### config.mk
export PLATFORM = sky130hd
export DESIGN_NAME = bonsd_div
export DESIGN_NICKNAME = d
export VERILOG_FILES = /design/src/design/band_energy_onset_detector_unit_defines.svh /design/src/design/bonsd_div.sv
export SDC_FILE = /design/constraint.sdc
export NUM_CORES = 1
export LEC_CHECK = 0
export BUFFER_PORTS_ARGS = -buffer_cell sky130_fd_sc_hd__buf_4
export CORE_ASPECT_RATIO = 1.25
export CORE_MARGIN = 1.5
export CORE_UTILIZATION = 50
export CTS_BUF_LIST = sky130_fd_sc_hd__clkbuf_2
export DETAILED_ROUTE_END_ITERATION = 10
export GPL_TIMING_DRIVEN = 0
export PLACE_DENSITY_LB_ADDON = 0.3
export SETUP_SLACK_MARGIN = 0.2
export SYNTH_ARGS = -nofsm -noshare
export SYNTH_HDL_FRONTEND = slang
export SYNTH_SLANG_ARGS = --single-unit
### constraint.sdc
create_clock -name i_clk -period 3.4 [get_ports i_clk]
set_input_delay 0.17 -clock i_clk [delete_from_list [all_inputs] [get_ports i_clk]]
set_output_delay 0.17 -clock i_clk [all_outputs]
set_load 0.05 [all_outputs]
### src/design/band_energy_onset_detector_unit_defines.svh
// Assertion macros for the band energy onset detector.
// Used by band_energy_onset_detector_unit; expects i_clk and i_rst_n in scope.
`ifndef BAND_ENERGY_ONSET_DETECTOR_UNIT_DEFINES_SVH
`define BAND_ENERGY_ONSET_DETECTOR_UNIT_DEFINES_SVH
`ifndef SYNTH
// same-cycle implication
`define BONSD_ASSERT_IMPL(label, ante, cons) \
    label: assert property (@(posedge i_clk) disable iff (!i_rst_n) (ante) |-> (cons)) \
        else $error("bonsd assertion failed");
// next-cycle implication
`define BONSD_ASSERT_NEXT(label, ante, cons) \
    label: assert property (@(posedge i_clk) disable iff (!i_rst_n) (ante) |=> (cons)) \
        else $error("bonsd assertion failed");
`else
`define BONSD_ASSERT_IMPL(label, ante, cons)
`define BONSD_ASSERT_NEXT(label, ante, cons)
`endif
`endif

### src/design/bonsd_div.sv
// Restoring divider, one quotient bit per cycle.
// Depends on nothing but its parameters; instantiated by the top level.
`timescale 1ns / 1ps

module bonsd_div #(
    parameter int DIVIDEND_W = 27,
    parameter int DIVISOR_W  = 11
) (
    input  logic                  i_clk,
    input  logic                  i_rst_n,
    input  logic                  i_start,
    input  logic [DIVIDEND_W-1:0] i_dividend,
    input  logic [DIVISOR_W-1:0]  i_divisor,
    output logic                  o_done,
    output logic [DIVIDEND_W-1:0] o_quotient
);

    localparam int CNT_W = $clog2(DIVIDEND_W + 1);

    logic                  r_busy;
    logic                  r_done;
    logic [CNT_W-1:0]      r_count;
    logic [DIVIDEND_W-1:0] r_quo;
    logic [DIVISOR_W-1:0]  r_rem;
    logic [DIVISOR_W-1:0]  r_div;

    logic [DIVISOR_W:0] trial;
    logic [DIVISOR_W:0] diff;
    logic               ge;

    assign trial = {r_rem, r_quo[DIVIDEND_W-1]};
    assign diff  = trial - {1'b0, r_div};
    assign ge    = (trial >= {1'b0, r_div});

    always_ff @(posedge i_clk) begin
        if (!i_rst_n) begin
            r_busy  <= 1'b0;
            r_done  <= 1'b0;
            r_count <= '0;
        end else begin
            r_done <= !i_start && r_busy && (r_count == CNT_W'(1));
            if (i_start) begin
                r_busy  <= 1'b1;
                r_count <= CNT_W'(DIVIDEND_W);
            end else if (r_busy) begin
                r_count <= r_count - CNT_W'(1);
                if (r_count == CNT_W'(1)) begin
                    r_busy <= 1'b0;
                end
            end
        end
    end

    always_ff @(posedge i_clk) begin
        if (i_start) begin
            r_quo <= i_dividend;
            r_rem <= '0;
            r_div <= i_divisor;
        end else if (r_busy) begin
            r_quo <= {r_quo[DIVIDEND_W-2:0], ge};
            r_rem <= ge ? diff[DIVISOR_W-1:0] : trial[DIVISOR_W-1:0];
        end
    end

    assign o_done     = r_done;
    assign o_quotient = r_quo;

endmodule

==> impl_metrics.toml <==
[layout]
area_growth_pct = 35.3
nFillCells = 406
multi_input_area_um2 = 1160
fin_nets = 395
drive_above_1_share_pct = 32.3
register_area_um2 = 1500
n_antenna_cell = 0

[critical_path]
cp.required_ns = 3.79
crit_arrival_ns = 2.95
crit_family = "compound AO/OA/AOI/OAI gates"
timing_worst_setup_path_type = "register to register"
crit_buf_inv = 2
r2r_start = "o_quotient[26]$_DFFE_PP_"
crit_path_max_fanout = 10
cp_slowest_stage_delay_ns = 0.45
rr_worst_depth = 10
end_kind = "register"
crit-reg2reg-capture = "r_rem[0]$_SDFFE_PP0P_"
rrSetupSlack_ns = 0.85
crit_chain = "inv_1, ha_1, fa_1, and2b_1, o31a_4, o21ai_2, a21o_1, buf_6, mux2_4, a211oi_2"
cpMaxStageDelayCell = "edfxtp_1"
startpoint_type = "register"

[global_routing]
overflow = 0
grt.total_usage_pct = 20.2
antenna_found_initial = 0
grt_first_pass_wirelength_um = 9610
grt_max_degree = 28
grt_pass1_vias = 2181

[floorplan]
core_area_um2 = 5410
ios = 69
fp.dieW_um = 69.6
rows = 30
die_area_um2 = 6010
initial_core_util_pct = 51.3
dieHeight_um = 86.3

[clock_tree]
cts.sinks = 56
htreeDepth = 2
cts_buffers = 5
cts_tree = "built"
cts_root_buf = "clkbuf_2"
clock_path_buffers = 2
cts-resized-gates = 0
clkTransAtPathRegs_ns = 0.26
insertion_delay_ns = 0.46

[min_path]
min_path_type = "input pin to register"
worstHoldEndpoint = "o_quotient[3]$_DFFE_PP_"
min_path_cells = 2
min_from = "i_dividend[3]"

[sta]
max_slew_margin_pct = 31.3
hold_ws_ns = 0.0241
fin_crit_sh_pct = 75.1
setup_viol = 0
slew_violations = 0
tightestPinTransition_ns = 1.03
rsz0062_at_grt = "no"
period_minus_slack_ns = 2.55
fmax_mhz = 392
setup_tns_ns = 0
finalHoldViolCount = 0
clock_skew_ns = 0.0232

[power_and_ir_drop]
p_per_area_nw_per_um2 = 413
power.switching_mw = 0.508
leakagePower_nw = 1.59
ir_drop_v = 0.000312
seq_power_share_pct = 53.6
power_mw = 1.55
combinationalPowerShare_pct = 29.3
pwr-share-clk_pct = 17.1
p_int_mw = 1.04
switching_share_pct = 32.8

[detailed_routing]
route.detailed.drc = 0
wire_per_inst_um = 16.2
via_per_inst = 5.38
first_iter_violations = 84
drt-total-wl_um = 6580
antenna_left = 0
vias = 2180
drtPass1Iterations = 4

[logic_synthesis]
synth-edff-count = 38
syn_area_per_cell_um2 = 12.1
ys_warn_count = 0
postSynthCellCount = 230
yosysMostFrequentCell = "edfxtp_1"
syn-num-nets = 285
post-synth-top-area-cell = "edfxtp_1"
async_reset_ff_share_pct = 0
netlist_top_cells_area = "edfxtp_1 41%, dfxtp_1 13%, mux2_2 11%"
yosys.area.top_type_share_pct = 41.1
ys_top_cells_by_count = "38 x edfxtp_1, 27 x mux2_2, 24 x nor2_1"
synth.distinct_cells = 42
ys_ff_latch = 56
syn_area_um2 = 2780
synth-seq-area-share_pct = 54.1
synth_ff_type = "edfxtp_1"

[place]
port_buffers = 68
hpwl_um = 4100
place_congestion = 0.863

[run]
drv_cap = 0

[run_status]
status = "completed"
[layout make-up]
class	count	share of cell area, %
timing repair buffer	103	22.9
buffer	9	1.20
clock buffer	7	0.933
tap	64	2.13
multi-input combinational	148	31.0
clock inverter	1	0.100
inverter	17	1.70
sequential	56	40.0
[power groups by stage]
stage          Combinational, mW  Sequential [mW]  Clock (mW)
3_3_place_gp               0.408            0.841           0
5_1_grt                    0.483            0.838       0.290
6_report                   0.455            0.830       0.265
4_1_cts                    0.433            0.827       0.262
3_5_place_dp               0.416            0.840           0
2_1_floorplan              0.168            0.957           0
[routing by layer]
layer / vias to the layer above / global-route usage, % / part of all wire [%]
li1: 1064 / - / -
met1: 1044 / 22.7 / 40
met2: 65 / 36.3 / 52
met3: 7 / 6.40 / 6.4
met4: 0 / 7.17 / 1.4
met5: - / 0 / 0
[worst max-delay path by stage]
stage                        startpoint                 endpoint  cells past startpoint
4_1_cts        o_quotient[26]$_DFFE_PP_    r_rem[0]$_SDFFE_PP0P_                     10
3_5_place_dp   o_quotient[26]$_DFFE_PP_  o_quotient[0]$_DFFE_PP_                     10
2_1_floorplan  o_quotient[26]$_DFFE_PP_    r_rem[4]$_SDFFE_PP0P_                     10
5_1_grt        o_quotient[26]$_DFFE_PP_    r_rem[0]$_SDFFE_PP0P_                     10
6_report       o_quotient[26]$_DFFE_PP_    r_rem[0]$_SDFFE_PP0P_                     10
3_3_place_gp   o_quotient[26]$_DFFE_PP_  o_quotient[0]$_DFFE_PP_                     10
[cells by family after synthesis]
family,count (synthesis),synth area share (%)
AO/OA/AOI/OAI,42,11.5
XOR/XNOR,10,3.16
adder cells (fa/ha/maj),14,6.58
buffers and inverters,26,3.92
flip-flops,56,54.1
multiplexers,28,11.5
AND/OR/NAND/NOR,54,9.20
[stage by stage]
step	utilization (%)	setup WS [ns]	cells	area, um^2
floorplan	-	0.762	230	2780
detailed placement	62.3	0.889	362	3370
CTS	66.1	0.837	387	3570
finish	69.5	0.848	405	3750
global route	69.5	0.714	405	3750
global placement	62.3	0.900	362	3370
[repair_timing]
item	4_1_cts	5_1_grt
hold endpoints to repair	17	18
hold buffers	17	18
setup buffers	0	0
[cell usage in the layout, fill, tap and decap left out, drive strengths merged, types with 10 or more instances in the layout]
cell type	count
nor2	24
mux2	28
clkbuf	10
edfxtp	38
dfxtp	18
nand2	11
dlygate4sd3	35
inv	17
ha	13
buf	74
[worst register-to-register path, cell delays in order (launching register included)]
cell and delay [ns]:
edfxtp_1 0.45, inv_1 0.09, ha_1 0.18, fa_1 0.22, and2b_1 0.21, o31a_4 0.30, o21ai_2 0.18, a21o_1 0.19
buf_6 0.17, mux2_4 0.31, a211oi_2 0.20
[flip-flops by register name, indices dropped and copies added (netlist names)]
register and count:
o_quotient 27, r_div 11, r_rem 11, r_count 5, o_done 1, r_busy 1
(Power assumes the default switching activity.)
